File: src/hdl/mrfc_pkg.sv
// shared types, codes and the crc step for the meter response frame checker
package mrfc_pkg;

  localparam logic [1:0] MODE_BYTE = 2'd0;
  localparam logic [1:0] MODE_TICK = 2'd1;
  localparam logic [1:0] MODE_ARM  = 2'd2;

  localparam logic [1:0] CFG_DEVICE_ADDRESS = 2'd0;
  localparam logic [1:0] CFG_TIMEOUT_TICKS  = 2'd1;
  localparam logic [1:0] CFG_RETRY_LIMIT    = 2'd2;

  localparam logic [2:0] ST_OK           = 3'd0;
  localparam logic [2:0] ST_DEVICE_ERROR = 3'd1;
  localparam logic [2:0] ST_FUNC_MISMATCH = 3'd2;
  localparam logic [2:0] ST_CRC_ERROR    = 3'd3;
  localparam logic [2:0] ST_UNKNOWN      = 3'd4;
  localparam logic [2:0] ST_TIMEOUT_RETRY = 3'd5;
  localparam logic [2:0] ST_TIMEOUT_FAIL = 3'd6;

  localparam logic       KIND_PAYLOAD = 1'b0;
  localparam logic       KIND_STATUS  = 1'b1;

  localparam logic [15:0] CRC_POLY = 16'hA001;
  localparam logic [15:0] CRC_INIT = 16'hFFFF;
  localparam logic [7:0]  MIN_FRAME = 8'd10;
  localparam logic [7:0]  PAYLOAD_START = 8'd6;
  localparam logic [7:0]  TICK_MAX = 8'd255;

  localparam logic [31:0] RST_DEVICE_ADDRESS = 32'd0;
  localparam logic [7:0]  RST_TIMEOUT_TICKS  = 8'd100;
  localparam logic [3:0]  RST_RETRY_LIMIT    = 4'd3;

  typedef enum logic [1:0] {
    OP_BYTE,
    OP_TICK,
    OP_ARM
  } op_t;

  typedef struct packed {
    op_t         op;
    logic [7:0]  rx_byte;
    logic [15:0] request_number;
    logic [7:0]  expected_function;
    logic        reload_retries;
  } entry_t;

  typedef struct packed {
    logic        kind;
    logic [7:0]  payload_byte;
    logic [7:0]  payload_index;
    logic [2:0]  status;
    logic [7:0]  device_error_code;
  } result_t;

  function automatic logic [15:0] crc_byte(input logic [15:0] c_in, input logic [7:0] b);
    logic [15:0] c;
    c = c_in ^ {8'd0, b};
    for (int k = 0; k < 8; k++) begin
      if (c[0]) begin
        c = (c >> 1) ^ CRC_POLY;
      end else begin
        c = c >> 1;
      end
    end
    return c;
  endfunction

endpackage

File: src/hdl/mrfc_item_if.sv
// input item channel
interface mrfc_item_if;
  logic        valid;
  logic        ready;
  logic [1:0]  mode;
  logic [7:0]  rx_byte;
  logic [15:0] request_number;
  logic [7:0]  expected_function;
  logic        reload_retries;

  modport source (output valid, output mode, output rx_byte, output request_number,
                  output expected_function, output reload_retries, input ready);
  modport sink (input valid, input mode, input rx_byte, input request_number,
                input expected_function, input reload_retries, output ready);
endinterface

File: src/hdl/mrfc_result_if.sv
// result item channel
interface mrfc_result_if;
  logic       valid;
  logic       ready;
  logic       kind;
  logic [7:0] payload_byte;
  logic [7:0] payload_index;
  logic [2:0] status;
  logic [7:0] device_error_code;

  modport source (output valid, output kind, output payload_byte, output payload_index,
                  output status, output device_error_code, input ready);
  modport sink (input valid, input kind, input payload_byte, input payload_index,
                input status, input device_error_code, output ready);
endinterface

File: src/hdl/mrfc_cfg_if.sv
// configuration write channel
interface mrfc_cfg_if;
  logic        valid;
  logic        ready;
  logic [1:0]  index;
  logic [31:0] data;

  modport source (output valid, output index, output data, input ready);
  modport sink (input valid, input index, input data, output ready);
endinterface

File: src/hdl/meter_response_frame_checker_core.sv
// top level of the meter response frame checker
// Checks one reply frame per arm: address bytes, echoed request number, a reflected
// CRC-16 (init 0xFFFF, poly 0xA001) and the function byte, passing payload bytes out
// as they arrive and reporting one final status per frame or timeout. Items are taken
// at one per cycle; each item of modes 0 to 2 goes through a short entry queue to the
// back end, whose state update (one byte-wide crc step) sets that rate; a result is
// held in the back end's result register. While a result waits to be taken the back
// end holds, so the input stalls once the entry queue is full. Mode 3 items are consumed
// with no effect. Configuration writes are taken outside reset and belong in idle periods.
module meter_response_frame_checker_core
  import mrfc_pkg::*;
#(
  parameter int QUEUE_DEPTH = 2
) (
  input  logic          clk,
  input  logic          rst,
  mrfc_item_if.sink     items,
  mrfc_result_if.source results,
  mrfc_cfg_if.sink      cfg
);

  logic   q_full;
  logic   q_push;
  entry_t q_push_entry;
  logic   q_pop;
  logic   q_valid;
  entry_t q_pop_entry;

  mrfc_front u_front (
    .rst     (rst),
    .items   (items),
    .q_full  (q_full),
    .q_push  (q_push),
    .q_entry (q_push_entry)
  );

  mrfc_queue #(
    .DEPTH (QUEUE_DEPTH)
  ) u_queue (
    .clk        (clk),
    .rst        (rst),
    .push       (q_push),
    .push_entry (q_push_entry),
    .full       (q_full),
    .pop        (q_pop),
    .pop_valid  (q_valid),
    .pop_entry  (q_pop_entry)
  );

  mrfc_back u_back (
    .clk     (clk),
    .rst     (rst),
    .q_valid (q_valid),
    .q_entry (q_pop_entry),
    .q_pop   (q_pop),
    .cfg     (cfg),
    .results (results)
  );

endmodule

File: src/hdl/mrfc_front.sv
// front end: accepts input items and classifies them into queue entries
module mrfc_front
  import mrfc_pkg::*;
(
  input  logic        rst,
  mrfc_item_if.sink   items,
  input  logic        q_full,
  output logic        q_push,
  output entry_t      q_entry
);

  logic accepted;
  logic dropped;

  assign items.ready = !q_full && !rst;
  assign accepted = items.valid && items.ready;

  always_comb begin
    q_entry.rx_byte = items.rx_byte;
    q_entry.request_number = items.request_number;
    q_entry.expected_function = items.expected_function;
    q_entry.reload_retries = items.reload_retries;
    q_entry.op = OP_BYTE;
    dropped = 1'b0;
    unique case (items.mode)
      MODE_BYTE: q_entry.op = OP_BYTE;
      MODE_TICK: q_entry.op = OP_TICK;
      MODE_ARM:  q_entry.op = OP_ARM;
      default:   dropped = 1'b1;
    endcase
  end

  // unused mode is consumed here and never reaches the back end
  assign q_push = accepted && !dropped;

endmodule

File: src/hdl/mrfc_queue.sv
// small entry queue between front and back end
module mrfc_queue
  import mrfc_pkg::*;
#(
  parameter int DEPTH = 2
) (
  input  logic   clk,
  input  logic   rst,
  input  logic   push,
  input  entry_t push_entry,
  output logic   full,
  input  logic   pop,
  output logic   pop_valid,
  output entry_t pop_entry
);

  localparam int IW = (DEPTH > 1) ? $clog2(DEPTH) : 1;
  localparam int CW = $clog2(DEPTH + 1);

  entry_t          slots [DEPTH];
  logic [IW-1:0]   wr_ptr;
  logic [IW-1:0]   rd_ptr;
  logic [CW-1:0]   count;
  logic            do_push;
  logic            do_pop;

  assign full = (count == CW'(DEPTH));
  assign pop_valid = (count != '0);
  assign pop_entry = slots[rd_ptr];
  assign do_push = push && !full;
  assign do_pop = pop && pop_valid;

  always_ff @(posedge clk) begin
    if (do_push) begin
      slots[wr_ptr] <= push_entry;
    end
  end

  always_ff @(posedge clk) begin
    if (rst) begin
      wr_ptr <= '0;
      rd_ptr <= '0;
      count <= '0;
    end else begin
      if (do_push) begin
        wr_ptr <= (wr_ptr == IW'(DEPTH - 1)) ? '0 : wr_ptr + 1'b1;
      end
      if (do_pop) begin
        rd_ptr <= (rd_ptr == IW'(DEPTH - 1)) ? '0 : rd_ptr + 1'b1;
      end
      if (do_push && !do_pop) begin
        count <= count + 1'b1;
      end else if (do_pop && !do_push) begin
        count <= count - 1'b1;
      end
    end
  end

endmodule

File: src/hdl/mrfc_back.sv
// back end: frame state, crc, timeout, configuration and result register
module mrfc_back
  import mrfc_pkg::*;
(
  input  logic        clk,
  input  logic        rst,
  input  logic        q_valid,
  input  entry_t      q_entry,
  output logic        q_pop,
  mrfc_cfg_if.sink    cfg,
  mrfc_result_if.source results
);

  logic [31:0] device_address;
  logic [7:0]  timeout_ticks;
  logic [3:0]  retry_limit;

  logic        waiting, waiting_next;
  logic [7:0]  byte_count, byte_count_next;
  logic [7:0]  frame_length, frame_length_next;
  logic [15:0] running_crc, running_crc_next;
  logic        address_match, address_match_next;
  logic        request_match, request_match_next;
  logic [7:0]  function_seen, function_seen_next;
  logic [7:0]  error_code_seen, error_code_seen_next;
  logic [7:0]  received_crc_low, received_crc_low_next;
  logic [7:0]  tick_count, tick_count_next;
  logic [3:0]  retries_left, retries_left_next;
  logic [15:0] armed_request, armed_request_next;
  logic [7:0]  armed_function, armed_function_next;

  logic        out_valid;
  result_t     out_res;
  logic        res_valid;
  result_t     res;

  logic [7:0]  b;
  logic [8:0]  p9;
  logic [8:0]  len9;
  logic [7:0]  want;
  logic [15:0] crc_step;

  assign cfg.ready = !rst;

  always_ff @(posedge clk) begin
    if (rst) begin
      device_address <= RST_DEVICE_ADDRESS;
      timeout_ticks <= RST_TIMEOUT_TICKS;
      retry_limit <= RST_RETRY_LIMIT;
    end else if (cfg.valid) begin
      unique case (cfg.index)
        CFG_DEVICE_ADDRESS: device_address <= cfg.data;
        CFG_TIMEOUT_TICKS:  timeout_ticks <= cfg.data[7:0];
        CFG_RETRY_LIMIT:    retry_limit <= cfg.data[3:0];
        default: ;
      endcase
    end
  end

  assign q_pop = q_valid && (!out_valid || results.ready);

  assign b = q_entry.rx_byte;
  assign p9 = {1'b0, byte_count};
  assign len9 = {1'b0, frame_length};
  assign crc_step = crc_byte(running_crc, b);

  always_comb begin
    unique case (byte_count[1:0])
      2'd0: want = device_address[31:24];
      2'd1: want = device_address[23:16];
      2'd2: want = device_address[15:8];
      default: want = device_address[7:0];
    endcase
  end

  always_comb begin
    waiting_next = waiting;
    byte_count_next = byte_count;
    frame_length_next = frame_length;
    running_crc_next = running_crc;
    address_match_next = address_match;
    request_match_next = request_match;
    function_seen_next = function_seen;
    error_code_seen_next = error_code_seen;
    received_crc_low_next = received_crc_low;
    tick_count_next = tick_count;
    retries_left_next = retries_left;
    armed_request_next = armed_request;
    armed_function_next = armed_function;
    res_valid = 1'b0;
    res = '0;
    res.kind = KIND_STATUS;
    if (q_pop) begin
      unique case (q_entry.op)
        OP_ARM: begin
          waiting_next = 1'b1;
          byte_count_next = '0;
          frame_length_next = '0;
          running_crc_next = CRC_INIT;
          address_match_next = 1'b1;
          request_match_next = 1'b1;
          function_seen_next = '0;
          error_code_seen_next = '0;
          received_crc_low_next = '0;
          tick_count_next = '0;
          armed_request_next = q_entry.request_number;
          armed_function_next = q_entry.expected_function;
          if (q_entry.reload_retries) begin
            retries_left_next = retry_limit;
          end
        end
        OP_TICK: begin
          if (waiting) begin
            tick_count_next = (tick_count != TICK_MAX) ? tick_count + 1'b1 : tick_count;
            if (tick_count_next >= timeout_ticks) begin
              res_valid = 1'b1;
              waiting_next = 1'b0;
              if (retries_left != '0) begin
                retries_left_next = retries_left - 1'b1;
                res.status = ST_TIMEOUT_RETRY;
              end else begin
                res.status = ST_TIMEOUT_FAIL;
              end
            end
          end
        end
        OP_BYTE: begin
          if (waiting) begin
            byte_count_next = byte_count + 1'b1;
            priority if (byte_count < 8'd4) begin
              if (b != want) begin
                address_match_next = 1'b0;
              end
              running_crc_next = crc_step;
            end else if (byte_count == 8'd4) begin
              function_seen_next = b;
              running_crc_next = crc_step;
            end else if (byte_count == 8'd5) begin
              frame_length_next = b;
              running_crc_next = crc_step;
              if (b < MIN_FRAME) begin
                res_valid = 1'b1;
                waiting_next = 1'b0;
                res.status = ST_UNKNOWN;
              end
            end else begin
              if (byte_count == PAYLOAD_START) begin
                error_code_seen_next = b;
              end
              if (p9 + 9'd2 < len9) begin
                running_crc_next = crc_step;
              end
              priority if (p9 + 9'd4 < len9) begin
                res_valid = 1'b1;
                res.kind = KIND_PAYLOAD;
                res.payload_byte = b;
                res.payload_index = byte_count - PAYLOAD_START;
              end else if (p9 + 9'd4 == len9) begin
                if (b != armed_request[15:8]) begin
                  request_match_next = 1'b0;
                end
              end else if (p9 + 9'd3 == len9) begin
                if (b != armed_request[7:0]) begin
                  request_match_next = 1'b0;
                end
              end else if (p9 + 9'd2 == len9) begin
                received_crc_low_next = b;
              end else begin
                res_valid = 1'b1;
                waiting_next = 1'b0;
                priority if (!address_match || !request_match) begin
                  res.status = ST_UNKNOWN;
                end else if (received_crc_low != running_crc[7:0] ||
                             b != running_crc[15:8]) begin
                  res.status = ST_CRC_ERROR;
                end else if (function_seen == armed_function) begin
                  res.status = ST_OK;
                end else if (function_seen == 8'd0) begin
                  res.status = ST_DEVICE_ERROR;
                  res.device_error_code = error_code_seen;
                end else begin
                  res.status = ST_FUNC_MISMATCH;
                end
              end
            end
          end
        end
      endcase
    end
  end

  always_ff @(posedge clk) begin
    if (rst) begin
      waiting <= 1'b0;
      byte_count <= '0;
      frame_length <= '0;
      running_crc <= CRC_INIT;
      address_match <= 1'b1;
      request_match <= 1'b1;
      function_seen <= '0;
      error_code_seen <= '0;
      received_crc_low <= '0;
      tick_count <= '0;
      retries_left <= RST_RETRY_LIMIT;
      armed_request <= '0;
      armed_function <= '0;
      out_valid <= 1'b0;
    end else begin
      waiting <= waiting_next;
      byte_count <= byte_count_next;
      frame_length <= frame_length_next;
      running_crc <= running_crc_next;
      address_match <= address_match_next;
      request_match <= request_match_next;
      function_seen <= function_seen_next;
      error_code_seen <= error_code_seen_next;
      received_crc_low <= received_crc_low_next;
      tick_count <= tick_count_next;
      retries_left <= retries_left_next;
      armed_request <= armed_request_next;
      armed_function <= armed_function_next;
      if (q_pop) begin
        out_valid <= res_valid;
      end else if (results.ready) begin
        out_valid <= 1'b0;
      end
    end
  end

  always_ff @(posedge clk) begin
    if (q_pop && res_valid) begin
      out_res <= res;
    end
  end

  assign results.valid = out_valid;
  assign results.kind = out_res.kind;
  assign results.payload_byte = out_res.payload_byte;
  assign results.payload_index = out_res.payload_index;
  assign results.status = out_res.status;
  assign results.device_error_code = out_res.device_error_code;

endmodule

File: src/flat_wrapper.sv
// flat-port wrapper written by rule: the top's interface ports become plain ports
module meter_response_frame_checker_core_flat import mrfc_pkg::*;
#(
  parameter int QUEUE_DEPTH = 2
)
  (clk, rst, items_valid, items_mode, items_rx_byte, items_request_number, items_expected_function, items_reload_retries, items_ready, results_valid, results_kind, results_payload_byte, results_payload_index, results_status, results_device_error_code, results_ready, cfg_valid, cfg_index, cfg_data, cfg_ready);
  mrfc_item_if items_i ();
  mrfc_result_if results_i ();
  mrfc_cfg_if cfg_i ();
  input  logic clk;
  input  logic rst;
  input wire logic [$bits(items_i.valid)-1:0] items_valid;
  input wire logic [$bits(items_i.mode)-1:0] items_mode;
  input wire logic [$bits(items_i.rx_byte)-1:0] items_rx_byte;
  input wire logic [$bits(items_i.request_number)-1:0] items_request_number;
  input wire logic [$bits(items_i.expected_function)-1:0] items_expected_function;
  input wire logic [$bits(items_i.reload_retries)-1:0] items_reload_retries;
  output wire logic [$bits(items_i.ready)-1:0] items_ready;
  output wire logic [$bits(results_i.valid)-1:0] results_valid;
  output wire logic [$bits(results_i.kind)-1:0] results_kind;
  output wire logic [$bits(results_i.payload_byte)-1:0] results_payload_byte;
  output wire logic [$bits(results_i.payload_index)-1:0] results_payload_index;
  output wire logic [$bits(results_i.status)-1:0] results_status;
  output wire logic [$bits(results_i.device_error_code)-1:0] results_device_error_code;
  input wire logic [$bits(results_i.ready)-1:0] results_ready;
  input wire logic [$bits(cfg_i.valid)-1:0] cfg_valid;
  input wire logic [$bits(cfg_i.index)-1:0] cfg_index;
  input wire logic [$bits(cfg_i.data)-1:0] cfg_data;
  output wire logic [$bits(cfg_i.ready)-1:0] cfg_ready;
  assign items_i.valid = items_valid;
  assign items_i.mode = items_mode;
  assign items_i.rx_byte = items_rx_byte;
  assign items_i.request_number = items_request_number;
  assign items_i.expected_function = items_expected_function;
  assign items_i.reload_retries = items_reload_retries;
  assign items_ready = items_i.ready;
  assign results_valid = results_i.valid;
  assign results_kind = results_i.kind;
  assign results_payload_byte = results_i.payload_byte;
  assign results_payload_index = results_i.payload_index;
  assign results_status = results_i.status;
  assign results_device_error_code = results_i.device_error_code;
  assign results_i.ready = results_ready;
  assign cfg_i.valid = cfg_valid;
  assign cfg_i.index = cfg_index;
  assign cfg_i.data = cfg_data;
  assign cfg_ready = cfg_i.ready;
  meter_response_frame_checker_core #(.QUEUE_DEPTH(QUEUE_DEPTH)) u_core (.clk(clk), .rst(rst), .items(items_i), .results(results_i), .cfg(cfg_i));
endmodule
File: config.mk
export PLATFORM = sky130hd
export DESIGN_NAME = meter_response_frame_checker_core_flat
export DESIGN_NICKNAME = d
export VERILOG_FILES = /design/src/hdl/mrfc_pkg.sv /design/src/hdl/mrfc_item_if.sv /design/src/hdl/mrfc_result_if.sv /design/src/hdl/mrfc_cfg_if.sv /design/src/hdl/meter_response_frame_checker_core.sv /design/src/hdl/mrfc_front.sv /design/src/hdl/mrfc_queue.sv /design/src/hdl/mrfc_back.sv /design/src/flat_wrapper.sv
export SDC_FILE = /design/constraint.sdc
export NUM_CORES = 1
export LEC_CHECK = 0
export BUFFER_PORTS_ARGS = -buffer_cell sky130_fd_sc_hd__buf_4
export CAP_MARGIN = 10
export CORE_ASPECT_RATIO = 2
export CORE_MARGIN = 3
export CORE_UTILIZATION = 45
export DETAILED_ROUTE_END_ITERATION = 8
export GPL_ROUTABILITY_DRIVEN = 1
export HOLD_SLACK_MARGIN = 0.1
export PLACE_DENSITY = 0.65
export SETUP_SLACK_MARGIN = 0.2
export SYNTH_ARGS = -nofsm -noshare
export SYNTH_HDL_FRONTEND = slang
export SYNTH_SLANG_ARGS = --single-unit
File: constraint.sdc
create_clock -name clk -period 3.9 [get_ports clk]
set_clock_uncertainty 0.1 [all_clocks]
set_input_delay 0.78 -clock clk [delete_from_list [all_inputs] [get_ports clk]]
set_output_delay 0.78 -clock clk [all_outputs]
set_load 0.02 [all_outputs]
==> results of run 1 <==
placed cells by master, fill, tap and decap left out, types with 11 or more instances in the layout:
cell type  instances
a211oi_1          30
a21oi_1           89
and2_1            11
and3_1            11
buf_4            145
clkbuf_16         23
dfxtp_1          144
edfxtp_1          98
ha_1              39
inv_1             28
mux2i_1           42
nand2_1          114
nand3_1           31
nand4_1           18
nor2_1           135
nor3_1            39
o21ai_0           32
or3_1             13
xnor2_1           75
xor2_1            20
Yosys cell counts (11+ instances only):
library cell	count	area share (%)
dfxtp_1	145	25
nor2_1	135	4.4
nand2_1	114	3.7
edfxtp_1	98	25
a21oi_1	89	3.8
xnor2_1	75	5.7
clkbuf_1	50	1.6
mux2i_1	42	3.6
nor3_1	40	1.7
ha_1	39	4.2
nand3_1	32	1.4
o21ai_0	32	1.4
a211oi_1	30	1.9
inv_1	28	0.90
xor2_1	20	1.5
nand4_1	18	0.97
or3_1	13	0.70
and2_1	11	0.59
and3_1	11	0.59
worst paths after layout:
check / startpoint / end / slack [ns]
max reg2reg: u_core.u_back.byte_count[4] / u_core.u_back.results.device_error_code[4] / 0.45
min reg2reg: u_core.u_back.device_address[8] / u_core.u_back.device_address[8] / 0.35
min: items_request_number[8] / u_core.u_queue.slots[0][17] / 0.34
max: u_core.u_back.byte_count[4] / u_core.u_back.results.device_error_code[4] / 0.45
cell families after synthesis:
group                    synth area share (%)
multiplexers                             4.78
flip-flops                               50.3
XOR/XNOR                                 8.55
AND/OR/NAND/NOR                          16.9
adder cells (fa/ha/maj)                  4.20
AO/OA/AOI/OAI                            11.8
buffers and inverters                    3.42
power by group:
part           switching, mW  leakage [nW]  internal [mW]
registers              0.139          2.01           2.81
logic                   1.05          2.59          0.758
clock network          0.958         0.361           1.29
total                   2.15          4.97           4.85
repair_timing:
item | CTS | global route
hold endpoints to repair | 0 | 0
buffers inserted | 0 | 1
gates resized for setup | 0 | 2
setup endpoints to repair | 0 | 38
hold buffers | 0 | 0
per-layer routing:
metal	vias to the layer above	part of all wire (%)	routed length, um
met4	0	5.7	1670
met3	87	3.0	874
li1	4332	-	-
met1	4110	36	10600
met5	-	0	0
met2	173	55	16300
area by class of cell:
| class | instances | area (um2) |
|---|---|---|
| fill | 2359 | 11600 |
| timing repair buffer | 147 | 1120 |
| sequential | 243 | 5850 |
| clock buffer | 27 | 591 |
| tap | 336 | 420 |
| multi-input combinational | 830 | 5390 |
| clock inverter | 14 | 154 |
| inverter | 28 | 105 |
sequential cells by signal, indices dropped and copies added, names as in the netlist, 16 cells and up, named ones only:
name	cells
u_core.u_back.running_crc	16
u_core.u_queue.slots	70
u_core.u_back.armed_request	16
u_core.u_back.device_address	32
per-stage QoR:
step | instances | hold slack [ns] | worst slack (ns)
6_report | 1625 | 0.344 | 0.446
2_1_floorplan | 1168 | 0.333 | 0.462
3_3_place_gp | 1583 | 0.341 | 0.433
4_1_cts | 1624 | 0.318 | 0.364
5_1_grt | 1625 | 0.324 | 0.231
3_5_place_dp | 1583 | 0.347 | 0.363
==> results.ini, run 1 <==
[status]
status = finished, final reports clean

[worst_setup_path]
path_buf_inv = 1
crit_type = flop to flop
cp_max_fo = 10
crit_top_cell = nor2_1
cp-end-kind = flop
reg2reg_depth = 14
cp.depth = 14
crit_family = simple AND/OR/NAND/NOR gates
arrival_ns = 3.74
max_stage_delay_ns = 0.59
cp.required_ns = 4.19
start_kind = flop
crit_chain = nand2_1, nor2_1, nand2_1, xnor2_1, ha_1, nand4_1, nor2_1, nor2_1, a2bb2oi_1, nand3_1, or3_4, nor4b_4, buf_4, and2_1
worst_path_max_delay_cell = dfxtp_1

[clocking]
root_buffer = clkbuf_16
cts_buffers = 23
cts_buffer_depth = 3
cts_max_level = 1
cts_tree = built
clk_pin_slew_ns = 0.06
clk_latency_ns = 0.52
cts_sinks = 243

[sta]
maxSlewViolCount = 0
finalCritPeriodShare_pct = 88.6
post-route-min-period_ns = 3.45
rsz0062_at_grt = false
max_freq_mhz = 290
finalSetupTns_ns = 0
relSlewSlack_pct = 45.6
finalHoldViolations = 0
worstMarginPinSlew_ns = 0.813
finalSetupViolations = 0

[layout]
syn_to_final_growth_pct = 17.4
fin_util_pct = 54.0
antenna_cells = 0
stdcell_area_mm2 = 0.0136
nets = 1386
drive_gt1_share_pct = 16.2

[floorplanning]
start_util_pct = 46.0
chipHeight_um = 233
ios = 105
core_mm2 = 0.0252
dieWidth_um = 120
rows = 82
dieArea_mm2 = 0.0279

[detailed_routing]
wire_per_inst_um = 18.1
vias_per_cell = 5.36
drt-initial-drc-count = 600
wl_um = 29500
ant_nets = 0
first_pass_iters = 5
drc = 0
vias = 8702

[pwr]
leakage_nw = 4.97
power_density_mw_per_mm2 = 514
totalPowerFinal_mw = 7.00
irDropWorstVdd_uv = 461

[place]
port_buffers = 104
placed_area_mm2 = 0.0129
gp_congestion = 0.928
dp_hpwl_um = 21900

[synthesis]
ys_seq_elements = 243
synth_cell_types = 64
ys_dominant_reg_cell = dfxtp_1
syn_inst = 1168
postSynth.asyncResetShare_pct = 0
avgSynthCellArea_um2 = 9.94
synth_area_mm2 = 0.0116
synth-edff-count = 98
synth_nets = 1281
yosysWarnings = 0
synth_seq_area_share_pct = 50.3

[grt]
grt_pass1_wl_um = 46800
grtUsageMet3_pct = 2.04
grt-busiest-layer = met2
use_met1_pct = 22.4
grt_antenna_before_repair = 0
grt-ovfl-total = 0
grt_use_met2_pct = 41.3
grtUsageTotal_pct = 21.3
grt_max_degree = 59
grt_pass1_vias = 8714

[job]
cap_viol_max_count = 0

[hold_path]
worstHoldPathType = input pin to flop
hold_depth = 1

Note: power is estimated with default switching activity, not from simulation.
==> run 2: changes to the inputs <==
--- a/config.mk
+++ b/config.mk
@@ -5,6 +5,7 @@
 export SDC_FILE = /design/constraint.sdc
 export NUM_CORES = 1
 export LEC_CHECK = 0
+export ABC_CLOCK_PERIOD_IN_PS = 3900
 export BUFFER_PORTS_ARGS = -buffer_cell sky130_fd_sc_hd__buf_4
 export CAP_MARGIN = 10
 export CORE_ASPECT_RATIO = 2
@@ -14,6 +15,7 @@
 export GPL_ROUTABILITY_DRIVEN = 1
 export HOLD_SLACK_MARGIN = 0.1
 export PLACE_DENSITY = 0.65
+export REMOVE_ABC_BUFFERS = 1
 export SETUP_SLACK_MARGIN = 0.2
 export SYNTH_ARGS = -nofsm -noshare
 export SYNTH_HDL_FRONTEND = slang
==> run 2 against run 1 <==
Compared with the run above:
- cell count shrank 0.49%
- flip-flop and latch count is the same
- critical path type unchanged
- combinational power is essentially flat
- clock power grew 2%
- maximum frequency shrank 3.2%
- utilization is essentially flat
- critical endpoint is now u_core.u_back.results.payload_byte[0]
- largest power group unchanged
- global-route usage grew 0.27 points
- non-clock buffer count shrank 7
- sequential share of layout area is essentially flat
- register-to-register slack lost 0.11 ns
==> results.ini, run 2 (synthesized netlist as in run 1, its figures left out) <==
[status]
status = finished, final reports clean

[sta]
maxSlewViolCount = 0  ; unchanged
rsz0062_at_grt = false
finalSetupViolations = 0  ; unchanged
fin_ws_ns = 0.333  ; -0.113 ns
finalHoldViolations = 0  ; unchanged
post-route-min-period_ns = 3.57  ; +0.113 ns
max_freq_mhz = 280  ; -3.2%
worstMarginPinSlew_ns = 0.808  ; -0.00480 ns
finalCritPeriodShare_pct = 91.5  ; +2.9 points
relSlewSlack_pct = 45.7  ; +0.11 points

[layout]
nets = 1378  ; -0.58%
syn_to_final_growth_pct = 17.3  ; about the same
reg_top3 = u_core.u_queue.slots (70), u_core.u_back.device_address (32)
layout_common_cells = 141 x dfxtp_1, 137 x buf_4, 135 x nor2_1
drive_gt1_share_pct = 16.2  ; -0.055 points
stdcell_area_mm2 = 0.0136  ; about the same
final_common_cell = dfxtp_1
fin_util_pct = 54.0  ; about the same
largest_reg_flops = 70  ; unchanged
largest_register = u_core.u_queue.slots
instances_no_fill = 1617  ; -0.49%
antenna_cells = 0  ; unchanged

[clocking]
root_buffer = clkbuf_16
cts_tree = built
cts_max_level = 1  ; unchanged
cts_setup_buffers = 0  ; unchanged
clk_pin_slew_ns = 0.07  ; about the same
cts_buffers = 22  ; -4.3%
cts_buffer_depth = 3  ; unchanged
clk_latency_ns = 0.52  ; about the same
cts_sinks = 243  ; unchanged

[pwr]
power_density_mw_per_mm2 = 518  ; +0.91%
irDropWorstVdd_uv = 504  ; +9.4%
leakage_nw = 4.96  ; -0.17%
totalPowerFinal_mw = 7.07  ; +0.89%

[grt]
grt_max_degree = 124  ; +110%
grtUsageTotal_pct = 21.6  ; +0.27 points
grt_pass1_vias = 8717  ; +0.034%
grt-ovfl-total = 0  ; unchanged
grt_pass1_wl_um = 46900  ; +0.15%
grt_antenna_before_repair = 0  ; unchanged

[detailed_routing]
ant_nets = 0  ; unchanged
vias = 8800  ; +1.1%
vias_per_cell = 5.44  ; +1.6%
wl_um = 30300  ; +2.7%
first_pass_iters = 6  ; +1
drt-initial-drc-count = 426  ; -29%
wire_per_inst_um = 18.7  ; +3.2%
drc = 0  ; unchanged

[worst_setup_path]
start_kind = flop
cp_max_fo = 28  ; +18
worst_path_max_delay_cell = a2111oi_0
max_stage_delay_ns = 0.51  ; -0.08 ns
crit_type = flop to flop
arrival_ns = 3.73  ; about the same
crit_chain = ha_1, and2_1, nand3_1, nand4_1, nor2_1, xor2_1, ha_1, a2111oi_0, o21a_1, o31ai_2, nand3_1, inv_1, buf_12
cp-end-kind = flop
cp.required_ns = 4.06  ; -0.13 ns

[place]
placed_area_mm2 = 0.0128  ; -0.16%
port_buffers = 104  ; unchanged
place_inst = 1577  ; -0.38%
post-place-ws_ns = 0.359  ; -0.00401 ns
gp_congestion = 0.939  ; +1.1%
dp_hpwl_um = 22500  ; +2.7%

[job]
cap_viol_max_count = 0  ; unchanged

[floorplanning]
dieArea_mm2 = 0.0279  ; unchanged
chipHeight_um = 233  ; unchanged
core_mm2 = 0.0252  ; unchanged
dieWidth_um = 120  ; unchanged
ios = 105  ; unchanged
rows = 82  ; unchanged
start_util_pct = 46.0  ; unchanged

[hold_path]
worstHoldPathType = input pin to flop

[run 2: worst paths after layout]
kind | cells after the start | end | slack (ns) | from
worst min-delay path | 1 | u_core.u_queue.slots[0][22] | 0.34 | items_request_number[13]
worst max register to register | 13 | u_core.u_back.results.payload_byte[0] | 0.33 | u_core.u_back.tick_count[0]
worst max-delay path | 13 | u_core.u_back.results.payload_byte[0] | 0.33 | u_core.u_back.tick_count[0]
worst min register to register | 2 | u_core.u_back.device_address[14] | 0.36 | u_core.u_back.device_address[14]
[run 2: stage by stage]
step	hold WS, ns	setup TNS [ns]
2_1_floorplan	0.327	-62.05
3_3_place_gp	0.343	0
3_5_place_dp	0.346	0
4_1_cts	0.324	0
5_1_grt	0.324	0
6_report	0.344	0
[run 2: power breakdown]
part	total (mW)	internal [mW]	leakage, nW	switching, mW
clock	2.29	1.36	0.378	0.936
combinational	1.80	0.762	2.57	1.04
sequential	2.97	2.81	2.01	0.164
total	7.07	4.92	4.96	2.14
[run 2: worst max-delay path, delay by kind of cell, from the launching register on]
family                   cells  cell delay [ns]
XOR/XNOR                     1             0.24
flip-flops                   1             0.36
AO/OA/AOI/OAI                3             0.92
buffers and inverters        2             0.25
adder cells (fa/ha/maj)      2             0.52
AND/OR/NAND/NOR              5             0.92
[run 2: area by class of cell]
cell class	instances	area (um2)
fill	2350	11600
sequential	243	5850
multi-input combinational	830	5400
timing repair buffer	140	1090
clock buffer	31	647
tap	336	420
clock inverter	9	121
inverter	28	105
[run 2: repair_timing]
action | 4_1_cts | 5_1_grt
gates resized for setup | 0 | 5
hold buffers | 0 | 0
endpoints found under the setup margin | 0 | 58
[run 2: layer usage]
metal	global-route usage [%]	routed length, um	vias up
met5	0	0	-
met4	13.8	2190	0
met3	2.54	1150	101
met2	41.3	16100	244
met1	21.7	10800	4130
li1	-	-	4325
